--- config.mk ---
export PLATFORM = sky130hd
export DESIGN_NAME = blue_aqm_drop_decision_top
export DESIGN_NICKNAME = d
export VERILOG_FILES = /design/src/blue_aqm_pkg.sv /design/src/blue_aqm_drop_decision_top.sv /design/src/blue_aqm_front.sv /design/src/blue_aqm_fifo.sv /design/src/blue_aqm_back.sv
export SDC_FILE = /design/constraint.sdc
export NUM_CORES = 2
export LEC_CHECK = 0
export BUFFER_PORTS_ARGS = -buffer_cell sky130_fd_sc_hd__buf_2
export CAP_MARGIN = 15
export CORE_MARGIN = 2
export CORE_UTILIZATION = 29
export CTS_CLUSTER_SIZE = 16
export DETAILED_ROUTE_END_ITERATION = 12
export SETUP_SLACK_MARGIN = 0.2
export SLEW_MARGIN = 10
export SYNTH_ARGS = -nofsm -noshare
export SYNTH_HDL_FRONTEND = slang
export SYNTH_SLANG_ARGS = --single-unit
--- constraint.sdc ---
create_clock -name clk -period 33 [get_ports clk]
set_input_delay 6.6 -clock clk [delete_from_list [all_inputs] [get_ports clk]]
set_output_delay 6.6 -clock clk [all_outputs]
set_load 0.03 [all_outputs]
--- src/blue_aqm_pkg.sv ---
// shared types, codes and constants of the blue queue-management decision block
package blue_aqm_pkg;

	// operating modes of an input item
	localparam logic MODE_ENQ = 1'b0;
	localparam logic MODE_DEQ = 1'b1;

	// verdict codes
	localparam logic [1:0] VERDICT_ENQ    = 2'd0;
	localparam logic [1:0] VERDICT_EARLY  = 2'd1;
	localparam logic [1:0] VERDICT_FORCED = 2'd2;
	localparam logic [1:0] VERDICT_DEQ    = 2'd3;

	// configuration register indexes
	localparam logic [1:0] CFG_MAX_MARK_PROB = 2'd0;
	localparam logic [1:0] CFG_HOLD_TIME_US  = 2'd1;
	localparam logic [1:0] CFG_ECN_ENABLE    = 2'd2;
	localparam logic [1:0] CFG_QUEUE_LIMIT   = 2'd3;

	// configuration reset values
	localparam logic [15:0] MAX_MARK_PROB_RST = 16'd1000;
	localparam logic [31:0] HOLD_TIME_US_RST  = 32'd50000;
	localparam logic        ECN_ENABLE_RST    = 1'b0;
	localparam logic [15:0] QUEUE_LIMIT_RST   = 16'd200;

	// decision constants
	localparam logic [31:0] USEC_PER_SEC = 32'd1000000;
	localparam logic [15:0] PROB_RESTART = 16'd1;
	localparam int unsigned RAISE_SHIFT  = 3;

	// remainder unit: four dividend bits per cycle over a 32-bit padded dividend
	localparam int unsigned REM_BITS_PER_STEP = 4;
	localparam int unsigned DIV_STEPS         = 8;
	localparam int unsigned DIV_STEP_W        = $clog2(DIV_STEPS);

	typedef struct packed {
		logic        mode;
		logic [31:0] now_sec;
		logic [19:0] now_usec;
		logic [15:0] queue_length;
		logic [30:0] random_value;
		logic        ecn_markable;
		logic        dequeue_empty;
	} in_item_t;

	typedef struct packed {
		logic [1:0]  verdict;
		logic        ecn_marked;
		logic [15:0] mark_probability;
		logic [31:0] marked_total;
		logic [31:0] early_drop_total;
		logic [31:0] forced_drop_total;
		logic        is_idle;
	} out_item_t;

	typedef struct packed {
		logic [15:0] max_mark_prob;
		logic [31:0] hold_time_us;
		logic        ecn_enable;
		logic [15:0] queue_limit;
	} cfg_t;

	// classified item passed from front to back
	typedef struct packed {
		in_item_t    item;
		logic [15:0] rnd_rem;
	} work_item_t;

	typedef struct packed {
		logic full;
		logic empty;
	} fifo_status_t;

endpackage

--- src/blue_aqm_drop_decision_top.sv ---
// top level of the blue queue-management drop/mark decision block
//
//   channel   handshake              payload
//   in        in_valid / in_stall    in_data  (in_item_t)
//   out       out_valid / out_stall  out_data (out_item_t)
//   cfg       cfg_we                 cfg_index, cfg_data
//
// the front accepts an item when idle, then the remainder unit retires four
// bits of random_value per cycle; no new item is taken until it is queued.
// the back is quicker, so the remainder unit sets the rate if out_stall is low.
// reset loads the configuration defaults and clears probability and counters.
// a stalled output holds its result while the back and queue keep working.
module blue_aqm_drop_decision_top import blue_aqm_pkg::*; #(
	parameter int unsigned FIFO_DEPTH = 2
) (
	input  logic        clk,
	input  logic        arst_n,
	input  logic        in_valid,
	output logic        in_stall,
	input  in_item_t    in_data,
	output logic        out_valid,
	input  logic        out_stall,
	output out_item_t   out_data,
	input  logic        cfg_we,
	input  logic [1:0]  cfg_index,
	input  logic [31:0] cfg_data
);

	cfg_t         cfg_q;
	logic         push;
	work_item_t   push_data;
	logic         pop;
	work_item_t   pop_data;
	fifo_status_t fifo_st;

	// configuration registers
	always_ff @(posedge clk or negedge arst_n) begin
		if (!arst_n) begin
			cfg_q.max_mark_prob <= MAX_MARK_PROB_RST;
			cfg_q.hold_time_us  <= HOLD_TIME_US_RST;
			cfg_q.ecn_enable    <= ECN_ENABLE_RST;
			cfg_q.queue_limit   <= QUEUE_LIMIT_RST;
		end else if (cfg_we) begin
			case (cfg_index)
				CFG_MAX_MARK_PROB: cfg_q.max_mark_prob <= cfg_data[15:0];
				CFG_HOLD_TIME_US:  cfg_q.hold_time_us  <= cfg_data;
				CFG_ECN_ENABLE:    cfg_q.ecn_enable    <= cfg_data[0];
				CFG_QUEUE_LIMIT:   cfg_q.queue_limit   <= cfg_data[15:0];
				default: begin
				end
			endcase
		end
	end

	// classify
	blue_aqm_front u_front (
		.clk           (clk),
		.arst_n        (arst_n),
		.in_valid      (in_valid),
		.in_stall      (in_stall),
		.in_data       (in_data),
		.max_mark_prob (cfg_q.max_mark_prob),
		.push          (push),
		.push_data     (push_data),
		.fifo_st       (fifo_st)
	);

	// decouple
	blue_aqm_fifo #(
		.DEPTH (FIFO_DEPTH)
	) u_fifo (
		.clk       (clk),
		.arst_n    (arst_n),
		.push      (push),
		.push_data (push_data),
		.pop       (pop),
		.pop_data  (pop_data),
		.status    (fifo_st)
	);

	// decide
	blue_aqm_back u_back (
		.clk       (clk),
		.arst_n    (arst_n),
		.cfg       (cfg_q),
		.fifo_st   (fifo_st),
		.pop_data  (pop_data),
		.pop       (pop),
		.out_valid (out_valid),
		.out_stall (out_stall),
		.out_data  (out_data)
	);

`ifndef NO_ASSERTIONS
	// every enqueue leaves the block busy
	a_enq_not_idle: assert property (@(posedge clk) disable iff (!arst_n)
		out_valid && (out_data.verdict != VERDICT_DEQ) |-> !out_data.is_idle)
		else $error("enqueue result reports idle");

	// an early drop is never also ecn marked
	a_early_unmarked: assert property (@(posedge clk) disable iff (!arst_n)
		out_valid && (out_data.verdict == VERDICT_EARLY) |-> !out_data.ecn_marked)
		else $error("early drop carries ecn mark");

	// the front never writes into a full queue
	a_no_overflow: assert property (@(posedge clk) disable iff (!arst_n)
		push |-> !fifo_st.full)
		else $error("push into full queue");
`endif

endmodule

--- src/blue_aqm_front.sv ---
// front end: accepts items and works out random_value modulo max_mark_prob
module blue_aqm_front import blue_aqm_pkg::*; (
	input  logic         clk,
	input  logic         arst_n,
	input  logic         in_valid,
	output logic         in_stall,
	input  in_item_t     in_data,
	input  logic [15:0]  max_mark_prob,
	output logic         push,
	output work_item_t   push_data,
	input  fifo_status_t fifo_st
);

	typedef enum logic [1:0] {
		F_IDLE,
		F_DIV,
		F_HOLD
	} front_state_t;

	front_state_t          state_q;
	in_item_t              item_q;
	logic [31:0]           div_q;
	logic [15:0]           rem_q;
	logic [DIV_STEP_W-1:0] step_q;
	logic [15:0]           rem_next;
	logic                  last_step;

	// four restoring remainder steps per cycle
	always_comb begin
		logic [16:0] t;
		logic [15:0] r;
		r = rem_q;
		for (int i = 0; i < REM_BITS_PER_STEP; i++) begin
			t = {r, div_q[31-i]};
			if (t >= {1'b0, max_mark_prob}) begin
				r = 16'(t - {1'b0, max_mark_prob});
			end else begin
				r = t[15:0];
			end
		end
		rem_next = r;
	end

	assign last_step = (step_q == DIV_STEP_W'(DIV_STEPS - 1));
	assign in_stall  = (state_q != F_IDLE);

	// hand the classified item to the queue
	assign push = ((state_q == F_DIV) && last_step && !fifo_st.full) ||
	              ((state_q == F_HOLD) && !fifo_st.full);
	assign push_data.item    = item_q;
	assign push_data.rnd_rem = (state_q == F_HOLD) ? rem_q : rem_next;

	// sequencer and working registers
	always_ff @(posedge clk or negedge arst_n) begin
		if (!arst_n) begin
			state_q <= F_IDLE;
			item_q  <= '0;
			div_q   <= '0;
			rem_q   <= '0;
			step_q  <= '0;
		end else begin
			case (state_q)
				F_IDLE: begin
					if (in_valid) begin
						item_q  <= in_data;
						div_q   <= {1'b0, in_data.random_value};
						rem_q   <= '0;
						step_q  <= '0;
						state_q <= F_DIV;
					end
				end
				F_DIV: begin
					rem_q  <= rem_next;
					div_q  <= div_q << REM_BITS_PER_STEP;
					step_q <= step_q + DIV_STEP_W'(1);
					if (last_step) begin
						state_q <= fifo_st.full ? F_HOLD : F_IDLE;
					end
				end
				F_HOLD: begin
					if (!fifo_st.full) begin
						state_q <= F_IDLE;
					end
				end
				default: begin
					state_q <= F_IDLE;
				end
			endcase
		end
	end

endmodule

--- src/blue_aqm_fifo.sv ---
// short queue of classified items between front and back
module blue_aqm_fifo import blue_aqm_pkg::*; #(
	parameter int unsigned DEPTH = 2
) (
	input  logic         clk,
	input  logic         arst_n,
	input  logic         push,
	input  work_item_t   push_data,
	input  logic         pop,
	output work_item_t   pop_data,
	output fifo_status_t status
);

	localparam int unsigned AW = $clog2(DEPTH);
	localparam int unsigned CW = $clog2(DEPTH + 1);

	work_item_t    entry_q [DEPTH];
	logic [AW-1:0] wr_ptr_q;
	logic [AW-1:0] rd_ptr_q;
	logic [CW-1:0] count_q;

	assign status.full  = (count_q == CW'(DEPTH));
	assign status.empty = (count_q == '0);
	assign pop_data     = entry_q[rd_ptr_q];

	// entry storage
	always_ff @(posedge clk) begin
		if (push) begin
			entry_q[wr_ptr_q] <= push_data;
		end
	end

	// pointers and fill count
	always_ff @(posedge clk or negedge arst_n) begin
		if (!arst_n) begin
			wr_ptr_q <= '0;
			rd_ptr_q <= '0;
			count_q  <= '0;
		end else begin
			if (push) begin
				wr_ptr_q <= (wr_ptr_q == AW'(DEPTH - 1)) ? '0 : wr_ptr_q + AW'(1);
			end
			if (pop) begin
				rd_ptr_q <= (rd_ptr_q == AW'(DEPTH - 1)) ? '0 : rd_ptr_q + AW'(1);
			end
			if (push && !pop) begin
				count_q <= count_q + CW'(1);
			end else if (pop && !push) begin
				count_q <= count_q - CW'(1);
			end
		end
	end

endmodule

--- src/blue_aqm_back.sv ---
// back end: dequeue idle tracking, idle decay, early/forced decision, probability raise and counters
module blue_aqm_back import blue_aqm_pkg::*; (
	input  logic         clk,
	input  logic         arst_n,
	input  cfg_t         cfg,
	input  fifo_status_t fifo_st,
	input  work_item_t   pop_data,
	output logic         pop,
	output logic         out_valid,
	input  logic         out_stall,
	output out_item_t    out_data
);

	typedef enum logic [2:0] {
		B_IDLE,
		B_MUL,
		B_DECAY,
		B_DECIDE,
		B_MUL2,
		B_RAISE,
		B_DONE
	} back_state_t;

	back_state_t state_q;
	work_item_t  cur_q;
	logic [31:0] prod_q;
	logic [1:0]  verdict_q;
	logic        marked_q;
	logic [15:0] mark_prob_q;
	logic        idle_q;
	logic [31:0] last_sec_q;
	logic [19:0] last_usec_q;
	logic [31:0] marked_cnt_q;
	logic [31:0] early_cnt_q;
	logic [31:0] forced_cnt_q;
	logic        out_valid_q;
	out_item_t   out_q;

	logic [31:0] dsec;
	logic [31:0] prod;
	logic [31:0] elapsed;
	logic        over_hold;
	logic        early_hit;
	logic        mark_now;
	logic        drop_early;
	logic        forced;
	logic [16:0] raised;
	logic [15:0] raised_clamped;
	logic        out_free;

	// elapsed time since the last update, wrapping 32-bit arithmetic
	assign dsec      = cur_q.item.now_sec - last_sec_q;
	assign prod      = dsec * USEC_PER_SEC;
	assign elapsed   = prod_q + ({12'b0, cur_q.item.now_usec} - {12'b0, last_usec_q});
	assign over_hold = (elapsed > cfg.hold_time_us);

	// early test and verdict classes
	always_comb begin
		early_hit  = (cfg.max_mark_prob != '0) && (cur_q.rnd_rem < mark_prob_q) &&
		             (cur_q.item.queue_length > 16'd1);
		mark_now   = early_hit && cfg.ecn_enable && cur_q.item.ecn_markable;
		drop_early = early_hit && !mark_now;
		forced     = !drop_early && (cur_q.item.queue_length >= cfg.queue_limit);
	end

	// forced-drop raise, clamped to the maximum
	assign raised         = {1'b0, mark_prob_q} + 17'(cfg.max_mark_prob >> RAISE_SHIFT);
	assign raised_clamped = (raised > {1'b0, cfg.max_mark_prob}) ? cfg.max_mark_prob
	                                                              : raised[15:0];

	assign out_free  = !out_valid_q || !out_stall;
	assign pop       = (state_q == B_IDLE) && !fifo_st.empty;
	assign out_valid = out_valid_q;
	assign out_data  = out_q;

	// sequencer, decision state and result register
	always_ff @(posedge clk or negedge arst_n) begin
		if (!arst_n) begin
			state_q      <= B_IDLE;
			cur_q        <= '0;
			prod_q       <= '0;
			verdict_q    <= VERDICT_ENQ;
			marked_q     <= 1'b0;
			mark_prob_q  <= '0;
			idle_q       <= 1'b1;
			last_sec_q   <= '0;
			last_usec_q  <= '0;
			marked_cnt_q <= '0;
			early_cnt_q  <= '0;
			forced_cnt_q <= '0;
			out_valid_q  <= 1'b0;
			out_q        <= '0;
		end else begin
			if (out_valid_q && !out_stall && (state_q != B_DONE)) begin
				out_valid_q <= 1'b0;
			end
			case (state_q)
				B_IDLE: begin
					if (!fifo_st.empty) begin
						cur_q   <= pop_data;
						state_q <= B_MUL;
					end
				end
				B_MUL: begin
					prod_q   <= prod;
					marked_q <= 1'b0;
					if (cur_q.item.mode == MODE_DEQ) begin
						verdict_q <= VERDICT_DEQ;
						if (cur_q.item.dequeue_empty) begin
							if (!idle_q) begin
								idle_q      <= 1'b1;
								last_sec_q  <= cur_q.item.now_sec;
								last_usec_q <= cur_q.item.now_usec;
							end
						end else begin
							idle_q <= 1'b0;
						end
						state_q <= B_DONE;
					end else begin
						verdict_q <= VERDICT_ENQ;
						state_q   <= idle_q ? B_DECAY : B_DECIDE;
					end
				end
				B_DECAY: begin
					idle_q <= 1'b0;
					if (dsec > 32'd1) begin
						mark_prob_q <= PROB_RESTART;
						last_sec_q  <= cur_q.item.now_sec;
						last_usec_q <= cur_q.item.now_usec;
					end else if (over_hold) begin
						if (mark_prob_q != '0) begin
							mark_prob_q <= mark_prob_q - 16'd1;
						end
						last_sec_q  <= cur_q.item.now_sec;
						last_usec_q <= cur_q.item.now_usec;
					end
					state_q <= B_DECIDE;
				end
				B_DECIDE: begin
					if (mark_now) begin
						marked_q     <= 1'b1;
						marked_cnt_q <= marked_cnt_q + 32'd1;
					end
					if (drop_early) begin
						verdict_q   <= VERDICT_EARLY;
						early_cnt_q <= early_cnt_q + 32'd1;
						state_q     <= B_DONE;
					end else if (forced) begin
						verdict_q    <= VERDICT_FORCED;
						forced_cnt_q <= forced_cnt_q + 32'd1;
						state_q      <= B_MUL2;
					end else begin
						state_q <= B_DONE;
					end
				end
				B_MUL2: begin
					prod_q  <= prod;
					state_q <= B_RAISE;
				end
				B_RAISE: begin
					if (over_hold) begin
						mark_prob_q <= raised_clamped;
						last_sec_q  <= cur_q.item.now_sec;
						last_usec_q <= cur_q.item.now_usec;
					end
					state_q <= B_DONE;
				end
				B_DONE: begin
					if (out_free) begin
						out_q.verdict           <= verdict_q;
						out_q.ecn_marked        <= marked_q;
						out_q.mark_probability  <= mark_prob_q;
						out_q.marked_total      <= marked_cnt_q;
						out_q.early_drop_total  <= early_cnt_q;
						out_q.forced_drop_total <= forced_cnt_q;
						out_q.is_idle           <= idle_q;
						out_valid_q             <= 1'b1;
						state_q                 <= B_IDLE;
					end
				end
				default: begin
					state_q <= B_IDLE;
				end
			endcase
		end
	end

endmodule

==> reports/summary.md <==
Outcome
• **outcome** completed

STA
• **setup repair after global routing missed its margin** false
• **worst-case headroom to the max-slew limit** 0.237
• **final number of setup-violating endpoints** 0
• **final number of hold-violating endpoints** 0
• **worst slew pin tran** 1140 ps
• **ratio of final minimum period to clock period** 0.394
• **FMAX** 0.0769 GHz
• **time the final worst path needs with I/O delays and setup** 13000 ps
• **worst setup skew after layout** 59.2 ps
• **total negative setup slack** 0 ps
• **max-slew violation total from the final report** 0

Die
• **area inside the core boundary** 154000 sq um
• **Die Area** 158000 sq um
• **# IOs** 259
• **vertical extent of the die** 397 microns
• **die boundary width** 397 microns
• **number of rows created at floorplan** 144
• **Starting Density** 0.291

Setup path
• **critical-path cell with the highest stage delay** sky130_fd_sc_hd__dfrtp_1
• **arrival time at the worst endpoint** 13510 ps
• **critical path type** reg -> reg
• **Required @ worst endpoint** 33510 ps
• **Critical Path Sink Type** flop
• **type of origin of the critical path** flop
• **Critical Path Max Stage Delay** 610 ps
• **largest fanout of any net on the critical path** 16

Clocking
• **clk buf depth** 3
• **master cell of the clock root buffer** sky130_fd_sc_hd__clkbuf_16
• **clock sink total** 768
• **Post-CTS Setup Repair Bufs** 0
• **CTS tree** built
• **clk slew on worst S/H paths** 60 ps
• **CTS HTree Levels** 3
• **number of clock buffers inserted by TritonCTS** 87
• **hold buffer count at CTS** 0
• **# resized after CTS** 0
• **insertion delay of the later-clocked pin in the worst-skew pair** 720 ps

Route
• **WL final** 124000 microns
• **length of the first detailed-routing pass in iterations** 5
• **routed vias/inst** 4.96
• **number of DRC markers in iteration 0** 1935
• **remaining number of nets flagged by the antenna check after routing** 0
• **vias post-DR** 32300
• **average wire per cell in the routed design** 19.1 microns
• **DRC violations left** 0

Synth
• **syn nets** 4679
• **unique cell type count in the Yosys netlist** 101
• **post-synthesis instance total** 4148
• **number of synthesized flops with an enable pin** 174
• **Post-Synthesis Cell Area** 44800 sq um
• **synth warn** 0
• **mean instance size in the synthesized netlist** 10.8 sq um
• **count of state elements after synthesis** 768
• **proportion of synthesized chip area in sequential cells** 0.449
• **async set-or-reset flop fraction in the synthesized netlist** 0.773
• **ys flop type** sky130_fd_sc_hd__dfrtp_1

Place
• **Detailed Place HPWL** 92300 microns
• **placer's final routability congestion estimate** 0.883
• **Port Buffer Count** 258

Finish
• **area growth from synthesis to final layout** 14.8%
• **share of cells above drive strength 1** 0.192
• **Nets** 4912
• **final core utilization** 0.334
• **number of inserted filler cells in the final layout** 15400

Job
• **number of max-cap violations** 0

Global routing
• **number of antenna violations at the first check in global routing** 34
• **gr ovfl total** 0
• **global-route wire length before repair** 193000 microns
• **number of global-route vias before repair** 32000
• **maximum number of pins on one net before global-route repair** 143
• **global-route total usage across every layer** 0.157

Worst hold path
• **HP Class** reg -> reg

## state kept, by name, indices dropped and copies added, names as in the netlist, 65 cells and up
name,flops
u_back.cur_q,87
u_back.out_data,116
u_front.push_data,71
cfg_q,65
u_fifo.entry_q,174
## synthesized netlist by cell type, types with 73 or more instances
cell type	number	area [sq um]
sky130_fd_sc_hd__edfxtp_1	174	5230
sky130_fd_sc_hd__a21oi_1	293	1470
sky130_fd_sc_hd__dfrtp_1	578	14500
sky130_fd_sc_hd__mux2_2	287	3230
sky130_fd_sc_hd__ha_1	316	3950
sky130_fd_sc_hd__o21ai_0	171	856
sky130_fd_sc_hd__nor2_1	267	1000
sky130_fd_sc_hd__fa_1	74	1480
sky130_fd_sc_hd__mux2i_1	120	1200
sky130_fd_sc_hd__clkbuf_1	122	458
sky130_fd_sc_hd__nand3_1	73	365
sky130_fd_sc_hd__nand2_1	260	976
sky130_fd_sc_hd__xnor2_1	164	1440
sky130_fd_sc_hd__inv_1	310	1160
sky130_fd_sc_hd__xor2_1	79	692
sky130_fd_sc_hd__a21o_1	76	571
## final timing paths
path	end	slack (ps)	cells after the start	start
hold / removal	u_fifo.entry_q[1][50]	470	0	u_front.push_data[50]
min in group asynchronous	cfg_q[46]	5910	1	arst_n
setup / recovery	u_fifo.entry_q[1][1]	20000	42	cfg_q[50]
setup reg to reg	u_fifo.entry_q[1][1]	20000	42	cfg_q[50]
hold reg to reg	u_fifo.entry_q[1][50]	470	0	u_front.push_data[50]
max in group asynchronous	u_back.out_data[67]	24960	3	arst_n
## cell families after synthesis
group                    synth area share
AO/OA/AOI/OAI                       0.144
AND/OR/NAND/NOR                    0.0971
flip-flops                          0.449
buffers and inverters              0.0411
multiplexers                       0.0996
adder cells (fa/ha/maj)             0.121
XOR/XNOR                           0.0475
## placed cells by master, fill, tap and decap left out, types with 16 or more instances in the layout
cell type                   instances
sky130_fd_sc_hd__fa_1              74
sky130_fd_sc_hd__nand4_1           51
sky130_fd_sc_hd__o221ai_1          54
sky130_fd_sc_hd__dfstp_2           16
sky130_fd_sc_hd__o21ai_1           31
sky130_fd_sc_hd__and3_1            35
sky130_fd_sc_hd__nor2_1           265
sky130_fd_sc_hd__nand2b_1          28
sky130_fd_sc_hd__o21a_1            41
sky130_fd_sc_hd__o21bai_1          17
sky130_fd_sc_hd__inv_1            310
sky130_fd_sc_hd__dfrtp_1          577
sky130_fd_sc_hd__o21ai_0          171
sky130_fd_sc_hd__clkbuf_16         87
sky130_fd_sc_hd__nor4_1            21
sky130_fd_sc_hd__a31oi_1           17
sky130_fd_sc_hd__or2_2             16
sky130_fd_sc_hd__a211oi_1          18
sky130_fd_sc_hd__nand3_1           73
sky130_fd_sc_hd__a21o_1            76
sky130_fd_sc_hd__mux2i_1          120
sky130_fd_sc_hd__nand2_1          260
sky130_fd_sc_hd__clkinv_2          17
sky130_fd_sc_hd__and4_1            16
sky130_fd_sc_hd__a21oi_1          291
sky130_fd_sc_hd__edfxtp_1         174
sky130_fd_sc_hd__ha_1             316
sky130_fd_sc_hd__nor2b_1           26
sky130_fd_sc_hd__a22oi_1           27
sky130_fd_sc_hd__nor3_1            64
sky130_fd_sc_hd__xor2_1            79
sky130_fd_sc_hd__xnor2_1          164
sky130_fd_sc_hd__buf_4             38
sky130_fd_sc_hd__buf_2            257
sky130_fd_sc_hd__mux2_2           287
sky130_fd_sc_hd__o2bb2a_2          50
## metal layers
layer / share of wire / GRT usage / routed length [microns] / up-vias
li1: - / - / - / 15400
met1: 0.46 / 0.213 / 57200 / 15900
met2: 0.45 / 0.249 / 56500 / 668
met3: 0.056 / 0.0377 / 7000 / 205
met4: 0.026 / 0.0415 / 3240 / 36
met5: 0.0020 / 0 / 248 / -
## critical path, delay by kind of cell (launching register included)
family / cells / cell delay (ps)
compound gates: 22 / 6080
simple gates: 9 / 2680
mux: 4 / 1710
fa+ha+maj: 4 / 1190
flops: 1 / 610
buf+inv: 3 / 450
## area by class of cell
cell class | instances | area, sq um | share of cell area
clock buffers | 111 | 2380 | 0.0463
inverters | 310 | 1160 | 0.0226
flip-flops and latches | 768 | 20100 | 0.391
repair buffers | 298 | 1630 | 0.0316
clock inverters | 52 | 612 | 0.0119
well taps | 2044 | 2560 | 0.0498
multi-input cells | 2916 | 22900 | 0.446
diodes | 5 | 12.5 | 0.000243
## through the flow
step,hold WS (ps),cells,worst slack (ps),instance area [sq um]
after floorplan,436,4148,22530,44800
after global placement,443,6336,20050,48400
after detailed placement,454,6336,20020,48400
after CTS,469,6499,19960,51400
after global routing,469,6500,19110,51400
final,466,6504,20000,51400
Power is not shown: default switching activity piles up to over one toggle a cycle in this logic, so the estimate is an artifact.
